$ cat src/rtl/core/fba_pkg.sv
`timescale 1ns / 1ps
// -----------------------------------------------------------------------------
// fba_pkg
// Shared constants, codes and control types of the fit block allocator.
// -----------------------------------------------------------------------------
package fba_pkg;

   // default sizing
   localparam int NUM_BLOCKS_DEF = 16;
   localparam int SIZE_BITS_DEF  = 16;

   // fixed field widths of the channels
   localparam int BIDX_W  = 4;
   localparam int BSIZE_W = 16;
   localparam int PID_W   = 16;
   localparam int RSIZE_W = 16;

   // configuration port
   localparam int CSR_IDX_W  = 1;
   localparam int CSR_DATA_W = 5;
   localparam logic [CSR_IDX_W-1:0] CSR_FIT_POLICY  = 1'd0;
   localparam logic [CSR_IDX_W-1:0] CSR_BLOCK_COUNT = 1'd1;
   localparam int BLOCK_COUNT_RST = 16;

   // request kinds
   localparam logic FUNC_LOAD  = 1'b0;
   localparam logic FUNC_ALLOC = 1'b1;

   // placement policies; the unused code behaves as first fit
   typedef logic [1:0] policy_type;
   localparam policy_type FIT_FIRST = 2'd0;
   localparam policy_type FIT_BEST  = 2'd1;
   localparam policy_type FIT_WORST = 2'd2;

   typedef enum logic [1:0] {
      ST_IDLE,
      ST_SCAN,
      ST_COMMIT
   } state_type;

   // controller to datapath
   typedef struct packed {
      logic load;    // write a block's free size
      logic start;   // capture an allocation request, reset the scan
      logic issue;   // read the next table entry
      logic commit;  // write back the pick and load the response register
   } cmd_type;

   // datapath to controller
   typedef struct packed {
      logic more;     // entries left to read
      logic pend;     // a read is still being evaluated
      logic rsp_free; // response register can take a new result
   } status_type;

endpackage

$ cat src/rtl/core/fba_req_if.sv
`timescale 1ns / 1ps
// -----------------------------------------------------------------------------
// fba_req_if
// Request channel: table loads and allocation requests.
// -----------------------------------------------------------------------------
interface fba_req_if;
   logic                       valid;
   logic                       ready;
   logic                       func;
   logic [fba_pkg::BIDX_W-1:0]  block_index;
   logic [fba_pkg::BSIZE_W-1:0] block_size;
   logic [fba_pkg::PID_W-1:0]   process_id;
   logic [fba_pkg::RSIZE_W-1:0] request_size;

   modport source (output valid, func, block_index, block_size, process_id,
                   request_size, input ready);
   modport sink   (input valid, func, block_index, block_size, process_id,
                   request_size, output ready);
endinterface

$ cat src/rtl/core/fba_rsp_if.sv
`timescale 1ns / 1ps
// -----------------------------------------------------------------------------
// fba_rsp_if
// Response channel: outcome of one allocation request.
// -----------------------------------------------------------------------------
interface fba_rsp_if;
   logic                      valid;
   logic                      ready;
   logic [fba_pkg::PID_W-1:0] result_id;
   logic                      granted;
   logic [fba_pkg::BIDX_W-1:0] chosen_block;

   modport source (output valid, result_id, granted, chosen_block, input ready);
   modport sink   (input valid, result_id, granted, chosen_block, output ready);
endinterface

$ cat src/rtl/core/fba_regs.sv
`timescale 1ns / 1ps
// -----------------------------------------------------------------------------
// fba_regs
// Configuration registers; the block count is held already clipped to the
// table depth.
// -----------------------------------------------------------------------------
module fba_regs #(
   parameter int NUM_BLOCKS = fba_pkg::NUM_BLOCKS_DEF,
   localparam int CNT_W = $clog2(NUM_BLOCKS + 1)
) (
   input  logic                              clock,
   input  logic                              reset,
   input  logic                              csr_we,
   input  logic [fba_pkg::CSR_IDX_W-1:0]     csr_index,
   input  logic [fba_pkg::CSR_DATA_W-1:0]    csr_wdata,
   output fba_pkg::policy_type               policy,
   output logic [CNT_W-1:0]                  limit
);

   localparam int LIMIT_RST_I = (fba_pkg::BLOCK_COUNT_RST > NUM_BLOCKS) ?
                                NUM_BLOCKS : fba_pkg::BLOCK_COUNT_RST;
   localparam logic [CNT_W-1:0] LIMIT_RST = CNT_W'(LIMIT_RST_I);

   fba_pkg::policy_type policy_ff, policy_in;
   logic [CNT_W-1:0]    limit_ff, limit_in;

   // register writes
   always_comb begin
      policy_in = policy_ff;
      limit_in  = limit_ff;
      if (csr_we) begin
         unique case (csr_index)
            fba_pkg::CSR_FIT_POLICY: policy_in = csr_wdata[1:0];
            fba_pkg::CSR_BLOCK_COUNT: begin
               if (32'(csr_wdata) > 32'(NUM_BLOCKS)) limit_in = CNT_W'(NUM_BLOCKS);
               else limit_in = CNT_W'(csr_wdata);
            end
            default: ;
         endcase
      end
   end

   always_ff @(posedge clock) begin
      if (reset) begin
         policy_ff <= fba_pkg::FIT_FIRST;
         limit_ff  <= LIMIT_RST;
      end else begin
         policy_ff <= policy_in;
         limit_ff  <= limit_in;
      end
   end

   assign policy = policy_ff;
   assign limit  = limit_ff;

endmodule

$ cat src/rtl/core/fba_ctrl.sv
`timescale 1ns / 1ps
// -----------------------------------------------------------------------------
// fba_ctrl
// Sequencer: takes requests, steps the table scan and commits the result.
// -----------------------------------------------------------------------------
module fba_ctrl (
   input  logic                clock,
   input  logic                reset,
   input  logic                req_valid,
   input  logic                req_func,
   output logic                req_ready,
   input  fba_pkg::status_type status,
   output fba_pkg::cmd_type    cmd
);

   fba_pkg::state_type state_ff, state_in;

   always_ff @(posedge clock) begin
      if (reset) state_ff <= fba_pkg::ST_IDLE;
      else       state_ff <= state_in;
   end

   // next state and commands
   always_comb begin
      state_in  = state_ff;
      cmd       = '0;
      req_ready = 1'b0;
      unique case (state_ff)
         fba_pkg::ST_IDLE: begin
            req_ready = 1'b1;
            if (req_valid) begin
               if (req_func == fba_pkg::FUNC_ALLOC) begin
                  cmd.start = 1'b1;
                  state_in  = fba_pkg::ST_SCAN;
               end else begin
                  cmd.load = 1'b1;
               end
            end
         end
         fba_pkg::ST_SCAN: begin
            cmd.issue = status.more;
            if (!status.more && !status.pend) state_in = fba_pkg::ST_COMMIT;
         end
         fba_pkg::ST_COMMIT: begin
            // wait until the response register frees up
            if (status.rsp_free) begin
               cmd.commit = 1'b1;
               state_in   = fba_pkg::ST_IDLE;
            end
         end
         default: state_in = fba_pkg::ST_IDLE;
      endcase
   end

endmodule

$ cat src/rtl/core/fba_dpath.sv
`timescale 1ns / 1ps
// -----------------------------------------------------------------------------
// fba_dpath
// Free-space table, scan compare/select unit and response register.
// -----------------------------------------------------------------------------
module fba_dpath #(
   parameter int NUM_BLOCKS = fba_pkg::NUM_BLOCKS_DEF,
   parameter int SIZE_BITS  = fba_pkg::SIZE_BITS_DEF,
   localparam int CNT_W = $clog2(NUM_BLOCKS + 1)
) (
   input  logic                          clock,
   input  logic                          reset,
   input  fba_pkg::cmd_type              cmd,
   output fba_pkg::status_type           status,
   input  fba_pkg::policy_type           policy,
   input  logic [CNT_W-1:0]              limit,
   input  logic [fba_pkg::BIDX_W-1:0]    req_block_index,
   input  logic [fba_pkg::BSIZE_W-1:0]   req_block_size,
   input  logic [fba_pkg::PID_W-1:0]     req_process_id,
   input  logic [fba_pkg::RSIZE_W-1:0]   req_request_size,
   output logic                          rsp_valid,
   input  logic                          rsp_ready,
   output logic [fba_pkg::PID_W-1:0]     rsp_result_id,
   output logic                          rsp_granted,
   output logic [fba_pkg::BIDX_W-1:0]    rsp_chosen_block
);

   localparam int IDX_W = (NUM_BLOCKS > 1) ? $clog2(NUM_BLOCKS) : 1;
   localparam int CMP_W = (SIZE_BITS > fba_pkg::RSIZE_W) ? SIZE_BITS : fba_pkg::RSIZE_W;

   // table storage; valid bits stand in for the cleared reset contents
   logic [SIZE_BITS-1:0]  free_mem [NUM_BLOCKS];
   logic [NUM_BLOCKS-1:0] vld_ff;

   logic [CNT_W-1:0]            cnt_ff, cnt_in;
   logic                        pend_ff;
   logic [IDX_W-1:0]            eval_idx_ff;
   logic [SIZE_BITS-1:0]        rd_data_ff;
   logic                        rd_vld_ff;
   logic [fba_pkg::PID_W-1:0]   pid_ff;
   logic [fba_pkg::RSIZE_W-1:0] rsize_ff;
   logic                        found_ff, found_in;
   logic [IDX_W-1:0]            pick_ff, pick_in;
   logic [SIZE_BITS-1:0]        pick_f_ff, pick_f_in;

   logic                        rsp_valid_ff, rsp_valid_in;
   logic [fba_pkg::PID_W-1:0]   rsp_id_ff;
   logic                        rsp_granted_ff;
   logic [fba_pkg::BIDX_W-1:0]  rsp_block_ff;

   logic [SIZE_BITS-1:0] cur_f;
   logic                 fits;
   logic                 take;
   logic                 load_ok;
   logic                 wr_en;
   logic [IDX_W-1:0]     wr_addr;
   logic [SIZE_BITS-1:0] wr_data;
   logic                 rsp_fire;

   // compare/select on the entry read last cycle
   always_comb begin
      cur_f = rd_vld_ff ? rd_data_ff : '0;
      fits  = CMP_W'(cur_f) >= CMP_W'(rsize_ff);
      take  = pend_ff && fits &&
              (!found_ff ||
               (policy == fba_pkg::FIT_BEST  && cur_f < pick_f_ff) ||
               (policy == fba_pkg::FIT_WORST && cur_f > pick_f_ff));
      found_in  = found_ff;
      pick_in   = pick_ff;
      pick_f_in = pick_f_ff;
      if (cmd.start) begin
         found_in = 1'b0;
      end else if (take) begin
         found_in  = 1'b1;
         pick_in   = eval_idx_ff;
         pick_f_in = cur_f;
      end
   end

   // scan counter
   always_comb begin
      cnt_in = cnt_ff;
      if (cmd.start)      cnt_in = '0;
      else if (cmd.issue) cnt_in = cnt_ff + CNT_W'(1);
   end

   // single table write port: loads in idle, write-back at commit
   always_comb begin
      load_ok = 32'(req_block_index) < 32'(NUM_BLOCKS);
      wr_en   = 1'b0;
      wr_addr = IDX_W'(req_block_index);
      wr_data = SIZE_BITS'(req_block_size);
      if (cmd.load) begin
         wr_en = load_ok;
      end else if (cmd.commit && found_ff) begin
         wr_en   = 1'b1;
         wr_addr = pick_ff;
         wr_data = SIZE_BITS'(CMP_W'(pick_f_ff) - CMP_W'(rsize_ff));
      end
   end

   always_ff @(posedge clock) begin
      if (wr_en) free_mem[wr_addr] <= wr_data;
      if (cmd.issue) begin
         rd_data_ff  <= free_mem[cnt_ff[IDX_W-1:0]];
         rd_vld_ff   <= vld_ff[cnt_ff[IDX_W-1:0]];
         eval_idx_ff <= cnt_ff[IDX_W-1:0];
      end
   end

   always_ff @(posedge clock) begin
      if (reset) begin
         vld_ff <= '0;
      end else if (wr_en) begin
         vld_ff[wr_addr] <= 1'b1;
      end
   end

   // response register
   assign rsp_fire = rsp_valid_ff && rsp_ready;
   always_comb begin
      rsp_valid_in = rsp_valid_ff;
      if (cmd.commit)    rsp_valid_in = 1'b1;
      else if (rsp_fire) rsp_valid_in = 1'b0;
   end

   always_ff @(posedge clock) begin
      if (reset) begin
         cnt_ff       <= '0;
         pend_ff      <= 1'b0;
         found_ff     <= 1'b0;
         rsp_valid_ff <= 1'b0;
      end else begin
         cnt_ff       <= cnt_in;
         pend_ff      <= cmd.issue;
         found_ff     <= found_in;
         rsp_valid_ff <= rsp_valid_in;
      end
   end

   always_ff @(posedge clock) begin
      pick_ff   <= pick_in;
      pick_f_ff <= pick_f_in;
      if (cmd.start) begin
         pid_ff   <= req_process_id;
         rsize_ff <= req_request_size;
      end
      if (cmd.commit) begin
         rsp_id_ff      <= pid_ff;
         rsp_granted_ff <= found_ff;
         rsp_block_ff   <= found_ff ? fba_pkg::BIDX_W'(pick_ff) : '0;
      end
   end

   assign status.more     = cnt_ff < limit;
   assign status.pend     = pend_ff;
   assign status.rsp_free = !rsp_valid_ff || rsp_ready;

   assign rsp_valid        = rsp_valid_ff;
   assign rsp_result_id    = rsp_id_ff;
   assign rsp_granted      = rsp_granted_ff;
   assign rsp_chosen_block = rsp_block_ff;

`ifndef NO_ASSERTIONS
   // a granted block always lies inside the scanned range
   a_pick_in_range: assert property (@(posedge clock) disable iff (reset)
      cmd.commit && found_ff |-> 32'(pick_ff) < 32'(limit))
      else $error("fba_dpath: picked block outside scanned range");

   // a failed request reports block zero
   a_fail_block_zero: assert property (@(posedge clock) disable iff (reset)
      rsp_valid_ff && !rsp_granted_ff |-> rsp_block_ff == '0)
      else $error("fba_dpath: failed request with nonzero block");

   // a pick is only ever taken on an entry that fits the request
   a_take_fits: assert property (@(posedge clock) disable iff (reset)
      take |=> found_ff && CMP_W'(pick_f_ff) >= CMP_W'(rsize_ff))
      else $error("fba_dpath: pick does not fit request");

   // no new scan starts while a result is still being committed
   a_no_overlap: assert property (@(posedge clock) disable iff (reset)
      cmd.start |-> !cmd.commit && !pend_ff)
      else $error("fba_dpath: scan started during active request");
`endif

endmodule

$ cat src/rtl/core/fit_block_allocator.sv
`timescale 1ns / 1ps
// -----------------------------------------------------------------------------
// fit_block_allocator
// Places allocation requests into memory blocks by first, best or worst fit.
// -----------------------------------------------------------------------------
// A load request writes one block's free size and gives no response. An
// allocation request scans the first block_count blocks (clipped to
// NUM_BLOCKS) through the one read port of the free-space table, one entry
// per cycle, then writes back the chosen block; the allocator stays busy
// until the result is loaded into the response register, which may first
// wait for that register to empty. The table reads as all zero after reset
// with no clearing pass. Requests are taken while a finished response still
// waits on the response channel.
module fit_block_allocator #(
   parameter int NUM_BLOCKS = fba_pkg::NUM_BLOCKS_DEF,
   parameter int SIZE_BITS  = fba_pkg::SIZE_BITS_DEF
) (
   input  logic                           clock,
   input  logic                           reset,
   fba_req_if.sink                        req_ch,
   fba_rsp_if.source                      rsp_ch,
   input  logic                           csr_we,
   input  logic [fba_pkg::CSR_IDX_W-1:0]  csr_index,
   input  logic [fba_pkg::CSR_DATA_W-1:0] csr_wdata
);

   localparam int CNT_W = $clog2(NUM_BLOCKS + 1);

   fba_pkg::policy_type policy;
   logic [CNT_W-1:0]    limit;
   fba_pkg::cmd_type    cmd;
   fba_pkg::status_type status;

   fba_regs #(
      .NUM_BLOCKS (NUM_BLOCKS)
   ) u_regs (
      .clock     (clock),
      .reset     (reset),
      .csr_we    (csr_we),
      .csr_index (csr_index),
      .csr_wdata (csr_wdata),
      .policy    (policy),
      .limit     (limit)
   );

   fba_ctrl u_ctrl (
      .clock     (clock),
      .reset     (reset),
      .req_valid (req_ch.valid),
      .req_func  (req_ch.func),
      .req_ready (req_ch.ready),
      .status    (status),
      .cmd       (cmd)
   );

   fba_dpath #(
      .NUM_BLOCKS (NUM_BLOCKS),
      .SIZE_BITS  (SIZE_BITS)
   ) u_dpath (
      .clock            (clock),
      .reset            (reset),
      .cmd              (cmd),
      .status           (status),
      .policy           (policy),
      .limit            (limit),
      .req_block_index  (req_ch.block_index),
      .req_block_size   (req_ch.block_size),
      .req_process_id   (req_ch.process_id),
      .req_request_size (req_ch.request_size),
      .rsp_valid        (rsp_ch.valid),
      .rsp_ready        (rsp_ch.ready),
      .rsp_result_id    (rsp_ch.result_id),
      .rsp_granted      (rsp_ch.granted),
      .rsp_chosen_block (rsp_ch.chosen_block)
   );

endmodule
$ cat src/flat_wrapper.sv
// flat-port wrapper written by rule: the top's interface ports become plain ports
module fit_block_allocator_flat 
#(
   parameter int NUM_BLOCKS = fba_pkg::NUM_BLOCKS_DEF,
   parameter int SIZE_BITS  = fba_pkg::SIZE_BITS_DEF
)
  (clock, reset, csr_we, csr_index, csr_wdata, req_ch_valid, req_ch_func, req_ch_block_index, req_ch_block_size, req_ch_process_id, req_ch_request_size, req_ch_ready, rsp_ch_valid, rsp_ch_result_id, rsp_ch_granted, rsp_ch_chosen_block, rsp_ch_ready);
  fba_req_if req_ch_i ();
  fba_rsp_if rsp_ch_i ();
  input  logic clock;
  input  logic reset;
  input  logic csr_we;
  input  logic [fba_pkg::CSR_IDX_W-1:0] csr_index;
  input  logic [fba_pkg::CSR_DATA_W-1:0] csr_wdata;
  input wire logic [$bits(req_ch_i.valid)-1:0] req_ch_valid;
  input wire logic [$bits(req_ch_i.func)-1:0] req_ch_func;
  input wire logic [$bits(req_ch_i.block_index)-1:0] req_ch_block_index;
  input wire logic [$bits(req_ch_i.block_size)-1:0] req_ch_block_size;
  input wire logic [$bits(req_ch_i.process_id)-1:0] req_ch_process_id;
  input wire logic [$bits(req_ch_i.request_size)-1:0] req_ch_request_size;
  output wire logic [$bits(req_ch_i.ready)-1:0] req_ch_ready;
  output wire logic [$bits(rsp_ch_i.valid)-1:0] rsp_ch_valid;
  output wire logic [$bits(rsp_ch_i.result_id)-1:0] rsp_ch_result_id;
  output wire logic [$bits(rsp_ch_i.granted)-1:0] rsp_ch_granted;
  output wire logic [$bits(rsp_ch_i.chosen_block)-1:0] rsp_ch_chosen_block;
  input wire logic [$bits(rsp_ch_i.ready)-1:0] rsp_ch_ready;
  assign req_ch_i.valid = req_ch_valid;
  assign req_ch_i.func = req_ch_func;
  assign req_ch_i.block_index = req_ch_block_index;
  assign req_ch_i.block_size = req_ch_block_size;
  assign req_ch_i.process_id = req_ch_process_id;
  assign req_ch_i.request_size = req_ch_request_size;
  assign req_ch_ready = req_ch_i.ready;
  assign rsp_ch_valid = rsp_ch_i.valid;
  assign rsp_ch_result_id = rsp_ch_i.result_id;
  assign rsp_ch_granted = rsp_ch_i.granted;
  assign rsp_ch_chosen_block = rsp_ch_i.chosen_block;
  assign rsp_ch_i.ready = rsp_ch_ready;
  fit_block_allocator #(.NUM_BLOCKS(NUM_BLOCKS), .SIZE_BITS(SIZE_BITS)) u_core (.clock(clock), .reset(reset), .req_ch(req_ch_i), .rsp_ch(rsp_ch_i), .csr_we(csr_we), .csr_index(csr_index), .csr_wdata(csr_wdata));
endmodule
$ cat config.mk
export PLATFORM = sky130hd
export DESIGN_NAME = fit_block_allocator_flat
export DESIGN_NICKNAME = d
export VERILOG_FILES = /design/src/rtl/core/fba_pkg.sv /design/src/rtl/core/fba_req_if.sv /design/src/rtl/core/fba_rsp_if.sv /design/src/rtl/core/fba_regs.sv /design/src/rtl/core/fba_ctrl.sv /design/src/rtl/core/fba_dpath.sv /design/src/rtl/core/fit_block_allocator.sv /design/src/flat_wrapper.sv
export SDC_FILE = /design/constraint.sdc
export NUM_CORES = 1
export LEC_CHECK = 0
export BUFFER_PORTS_ARGS = -buffer_cell sky130_fd_sc_hd__clkbuf_2
export CELL_PAD_IN_SITES_DETAIL_PLACEMENT = 1
export CELL_PAD_IN_SITES_GLOBAL_PLACEMENT = 2
export CORE_ASPECT_RATIO = 2
export CORE_MARGIN = 3
export CORE_UTILIZATION = 46
export DETAILED_ROUTE_END_ITERATION = 16
export HOLD_SLACK_MARGIN = 0.1
export PLACE_DENSITY = 0.89
export REMOVE_ABC_BUFFERS = 1
export SLEW_MARGIN = 5
export SYNTH_ARGS = -nofsm -noshare
export SYNTH_HDL_FRONTEND = slang
export SYNTH_SLANG_ARGS = --single-unit
export TNS_END_PERCENT = 10
$ cat constraint.sdc
create_clock -name clock -period 5.7 [get_ports clock]
set_clock_uncertainty 0.2 [all_clocks]
set_input_delay 0 -clock clock [delete_from_list [all_inputs] [get_ports clock]]
set_output_delay 0 -clock clock [all_outputs]
set_load 0.05 [all_outputs]
* Yosys cells after proc, flatten, opt, wreduce, memory -nomap -nowiden
Memories as Yosys holds them, arrays and structs flattened. A register that Yosys moved wholly into a read port is not among the register bits.
Cells that the tools add are included.
Widths: inputs -> output; s select.
** Cells by class
- Equality and inequality tests :: 8
- Reduce and logical (&&, ||, !) cells :: 22
- Add/sub/neg operators :: 2
- Order comparisons :: 8
- Bitwise logic cells :: 3
- Muxes and demuxes :: 29
** Operators with widths (number)
- $mux 16 :: 3
- $ge 16x16->1 :: 1
- $gt 16x16->1 :: 1
- $lt 16x16->1 :: 1
- $or 16x16->16 :: 1
- $sub 16x16->16 :: 1
- $mux 1 :: 14
- $mux 2 :: 6
- $lt 4x5->1 const B :: 2
- $logic_and 1x1->1 :: 8
- $mux 4 :: 2
- $ne 2x2->1 const B :: 3
- $pmux 2 s3 :: 1
- $reduce_and 2->1 :: 3
- $add 5x1->5 const B :: 1
- $gt 5x5->1 const B :: 1
- $lt 5x5->1 :: 1
- $mux 5 :: 1
- $bmux 1 s4 :: 1
- $demux 1 s4 :: 1
- $eq 2x1->1 const B :: 2
- $eq 2x2->1 const B :: 2
- $ge 4x1->1 const B :: 1
- $logic_not 1->1 :: 4
- other kinds (7) :: 10
** Storage, ports and cells
- RAM bits :: 256
- Memories kept :: 1
- Flip-flop bits (word level) :: 111
- Input bits :: 64
- Output and inout port bits :: 23
** Memories
- u_core.u_dpath.free_mem :: words 16, bits a word 16, read ports 1, clocked after memory_dff 1, wr ports 1, line fba_dpath.sv:32 : logic [SIZE_BITS-1:0] free_mem [NUM_BLOCKS];

* Logic depth before layout (Yosys ltp)
- Depth after elaboration :: 12
- Gate-level depth with buffers :: 10
- Depth with buffers taken out :: 10

* By module
From an unflattened synthesis, not the netlist that was laid out.
** Unflattened totals
- Cells, all modules :: 893
- Area, all modules :: 15716.3 um^2
** By module, submodules not included
- fba_dpath :: seq. area each 10990.5 um^2, times used 1, cells each 852, area each 15329.7 um^2
- fba_regs :: seq. area each 140.1 um^2, times used 1, cells each 27, area each 266.5 um^2
- fba_ctrl :: seq. area each 40.0 um^2, times used 1, cells each 14, area each 120.1 um^2

* Worst setup path after synthesis
No wires, ideal clock.
- Path type :: register to register
- Start :: register u_core.u_dpath.rd_vld_ff
- End :: register u_core.u_dpath.pick_f_ff[0], enable pin
- Arrival time :: 3.443 ns
- Path buffers :: 1
- Period minus slack after synthesis :: 4.071 ns
- Stages on the path, launching flop included :: 11
- Slack :: 1.629 ns
- Data required time :: 5.072 ns
- Cell sequence :: edfxtp_1 -> clkbuf_1 -> and2_1 -> ha_1 -> a41o_1 -> a21oi_1 -> o21ai_0 -> o211ai_1 -> o2111ai_1 -> mux2i_1 -> a211oi_1
** Between the ends
- Word-level cells in the longest chain between the ends :: 7
- Elaborated cells on any way between the ends :: 11
** Ends and longest elaborated chain
- from (decl) :: line fba_dpath.sv:39 : logic rd_vld_ff;
- from (signal assigned) :: line fba_dpath.sv:106 : rd_vld_ff <= vld_ff[cnt_ff[IDX_W-1:0]];
- $mux 16 * :: line fba_dpath.sv:62 : cur_f = rd_vld_ff ? rd_data_ff : '0;
- via u_core.u_dpath.cur_f[10] :: line fba_dpath.sv:51 : logic [SIZE_BITS-1:0] cur_f;
- $lt 16x16->1 :: line fba_dpath.sv:66 : (policy == fba_pkg::FIT_BEST && cur_f < pick_f_ff) ||
- $logic_and 1x1->1 :: line fba_dpath.sv:66
- $logic_or 1x1->1 :: line fba_dpath.sv:65 : (!found_ff ||
- $logic_or 1x1->1 :: line fba_dpath.sv:66
- $logic_and 1x1->1 * :: line fba_dpath.sv:64 : take = pend_ff && fits &&
- $reduce_and 2->1 (no line) *
- to (signal assigned) :: line fba_dpath.sv:143 : pick_f_ff <= pick_f_in;
- to (decl) :: line fba_dpath.sv:44 : logic [SIZE_BITS-1:0] pick_f_ff, pick_f_in;
The timed path passes the listed nets; every way through them passes the cells marked *.
A chain may end at the register's enable or synchronous reset.

==> out/metrics.csv <==
metric,value,unit
outcome,"finished, final reports clean",
flip-flop cell with the highest count after synthesis,edfxtp_1,
share of power burned in registers,54.6,%
Internal Pwr Total,4530,µW
share of layout cells above drive strength 1,23.4,%
Post-Synthesis Mean Instance Area,17.5,µm²
Clock Latency Late Sink,0.57,ns
average wire length per cell after detail routing,25.8,µm
Gate power share,5.9,%
amount of wire on met3 after detailed routing,1940,µm
"Distinct cells, synth",67,
Detailed Place HPWL,25600,µm
number of detailed-route iterations in the first pass,5,
Total Negative Setup Slacks,0,ns
startpoint of the worst register-to-register path,u_core.u_ctrl.state_ff[0],
"Remaining Overflow, GRT",0,
first-pass GRT wire length,62600,µm
required time reported for the critical path endpoint,6.00,ns
register bit total from synthesis,383,
# Max-Cap Violations,0,
category of the most critical setup path,flop to flop,
endpoint class of the critical path,flop,
via count,9234,
number of setup violations in the final report,0,
setup repair after global routing missed its margin,false,
data arrival time at the worst-slack endpoint,4.34,ns
CTS root buf,clkbuf_16,
fmax,0.247,GHz
area share of the leading cell type in the synthesized netlist,65.6,%
Overall Global Routing Usage,22.7,%
final critical delay including setup and external delays,4.04,ns
portion of the clock cycle consumed by the worst path in the final layout,70.9,%
count of buffers inserted at the top-level ports,86,
critical-path maximum fanout,42,
"commonest cells after routing, fill and taps aside","edfxtp_1 (350), dlygate4sd3_1 (115), clkbuf_2 (86), mux4_2 (82), nor2_1 (54)",
Hold Worst Slack,0.220,ns
first element of the critical path,u_core.u_ctrl.state_ff[0],
Initial Util,46.6,%
Post-synth EDFFs,350,
CTS H-tree depth,1,
I/O pins,87,
std cell rows,96,
count of clock tree sinks,383,
switching component of the power,1190,µW
cell area power density,297,nW/µm²
Gate Count Post-Synth,917,
number of antenna violations at the first check in global routing,0,
drt initial violations,694,
number of nets still failing antenna checks after routing,0,
fill count,3221,
Worst Setup Start Kind,flop,
worst min-delay path category,flop to flop,
remaining max-slew budget at the tightest pin,13.2,%
post-synthesis to final-layout area growth,20.5,%
height of the die,270,µm
area of the core region,34400,µm²
number of global-route vias before repair,10300,
dominant cells by area after synthesis,"edfxtp_1 (66%), mux4_2 (12%), dfxtp_1 (4.1%), ha_1 (3.8%), nor2_1 (1.3%)",
clock-pin transition on the worst setup and hold timing paths,0.07,ns
Worst setup endpoint,u_core.u_dpath.vld_ff[2],
maximum number of pins on one net before global-route repair,61,
Die Area,37200,µm²
routed length on met2,23500,µm
standby leakage power,0.00675,µW
r2r setup slk,1.66,ns
placed insts,1445,
sequential area share after synthesis,69.8,%
switching share of total power,20.8,%
number of hold-slack violations in the final timing report,0,
maximum vdd ir drop,257,µV
warning count from the yosys run,0,
Final Routed Wirelength,41700,µm
number of remaining DRC errors,0,
Worst R2R End,u_core.u_dpath.vld_ff[2],
Synth Cell Area,16000,µm²
top routing layer in use,met4,
post-CTS setup buffer count,0,
chip width,138,µm
ys async rst share,0,%
TritonCTS Buffers,31,
cell type contributing the most total cell area after synthesis,edfxtp_1,
clock power share,39.5,%
slew at the pin with the worst max-slew slack,1.30,ns
post-detailed-route via-to-cell ratio,5.71,
global placement routability congestion,0.841,
Layout Cells excl Fill,1618,
"most common cell after layout, fill and taps aside",edfxtp_1,
"buffers from clock root to sink, at most",3,
CTS tree,yes,
Metal-1 WL,14500,µm
logic depth of the worst register-to-register path,9,
count of nets after finishing,1266,
number of pins exceeding their max-slew limit in the final report,0,
## cells in the mapped netlist (2+ instances only)
| cell | instances |
|---|---|
| a21oi_2 | 4 |
| nand2b_1 | 9 |
| nor3_1 | 7 |
| nor2b_4 | 2 |
| nor3b_1 | 5 |
| or2_2 | 2 |
| o211ai_1 | 6 |
| ha_1 | 49 |
| clkbuf_1 | 17 |
| nand4_1 | 3 |
| inv_1 | 52 |
| o21ai_1 | 4 |
| o2111ai_1 | 4 |
| o32a_1 | 2 |
| buf_1 | 2 |
| o31ai_1 | 5 |
| buf_6 | 9 |
| nand2_1 | 37 |
| mux4_1 | 3 |
| xor2_1 | 7 |
| nor2_1 | 54 |
| buf_2 | 3 |
| or3_1 | 3 |
| nand3_1 | 11 |
| a21oi_1 | 34 |
| mux4_2 | 82 |
| mux2i_1 | 4 |
| and3_1 | 3 |
| o31a_1 | 2 |
| nor2b_1 | 7 |
| edfxtp_1 | 350 |
| dfxtp_1 | 33 |
| o21a_1 | 8 |
| o21ai_0 | 21 |
| xnor2_1 | 6 |
| and2_1 | 22 |
| a211oi_1 | 3 |
| a31oi_1 | 4 |
| a21o_1 | 10 |
## timing repair
item	4_1_cts	5_1_grt
gates resized for setup	0	0
hold endpoints to repair	344	32
hold buffers	113	2
## kinds of logic after synthesis
kind of cell,count (synthesis),synth area share [%]
DFF,383,69.8
and+or+nand+nor,170,5.28
AOI/OAI and AO/OA,127,5.49
muxes,90,12.3
buffers and inverters,83,2.39
adders and majority gates,51,4.02
xor gates and xnor gates,13,0.711
## power groups by stage
stage                     registers (µW)  clock network [µW]  logic, µW
after floorplan                     3190                   0        155
after CTS                           3120                2300        329
final                               3120                2260        335
after global routing                3130                2420        364
after global placement              3180                   0        258
after detailed placement            3190                   0        269
## worst max-delay path: stages, from the launching register on
cell and delay [ns]:
dfxtp_1 0.34, nand2b_1 0.20, nor2b_2 1.01, nand2_2 0.06, buf_4 0.34, o32ai_2 0.34
dlygate4sd3_1 0.71, a21oi_1 0.09, dlygate4sd3_1 0.57, nor2_1 0.09
## per-stage QoR
stage	setup slack [ns]	total power, µW	util [%]	area, µm²
2_1_floorplan	1.15	3350	-	15800
3_3_place_gp	2.03	3440	49.7	17100
3_5_place_dp	1.87	3460	49.7	17100
4_1_cts	1.73	5750	56.1	19300
5_1_grt	1.45	5910	56.1	19300
6_report	1.66	5720	56.1	19300
## metal layers
metal	vias to the layer above	track usage, %
li1	4071	-
met1	4759	25.7
met2	314	42.4
met3	90	2.63
met4	0	9.19
met5	-	0
## worst min-delay path by stage
stage                     slack (ns)                     startpoint                                to  cells after the start
after floorplan                -0.13                          reset         u_core.u_ctrl.state_ff[0]                      1
after global placement         -0.02        req_ch_request_size[13]       u_core.u_dpath.rsize_ff[13]                      1
after detailed placement       -0.02         req_ch_request_size[7]        u_core.u_dpath.rsize_ff[7]                      1
after CTS                       0.12           req_ch_block_size[0]     u_core.u_dpath.free_mem[5][0]                      3
after global routing            0.23  u_core.u_dpath.eval_idx_ff[0]         u_core.u_dpath.pick_ff[0]                      0
final                           0.22      u_core.u_dpath.pid_ff[12]  u_core.u_dpath.rsp_result_id[12]                      0
## flip-flops by register name (all words and copies together) (netlist names), 4 cells and up
| name | cells |
|---|---|
| u_core.u_dpath.pick_f_ff | 16 |
| u_core.u_dpath.rd_data_ff | 16 |
| u_core.u_dpath.rsp_result_id | 16 |
| u_core.u_dpath.rsp_chosen_block | 4 |
| u_core.u_regs.limit | 5 |
| u_core.u_dpath.vld_ff | 16 |
| u_core.u_dpath.eval_idx_ff | 4 |
| u_core.u_dpath.pick_ff | 4 |
| u_core.u_dpath.rsize_ff | 16 |
| u_core.u_dpath.free_mem | 256 |
| u_core.u_dpath.cnt_ff | 5 |
| u_core.u_dpath.pid_ff | 16 |
## final cells by class
class,count,area [µm²],area share (%)
antenna,1,2.50,0.0130
clock buffer,35,791,4.10
clock inverter,22,278,1.44
inverter,52,195,1.01
multi-input combinational,451,4470,23.2
sequential,383,11200,57.9
tap,441,552,2.86
timing repair buffer,233,1820,9.44
No activity file was read; power rests on OpenSTA's default activity.
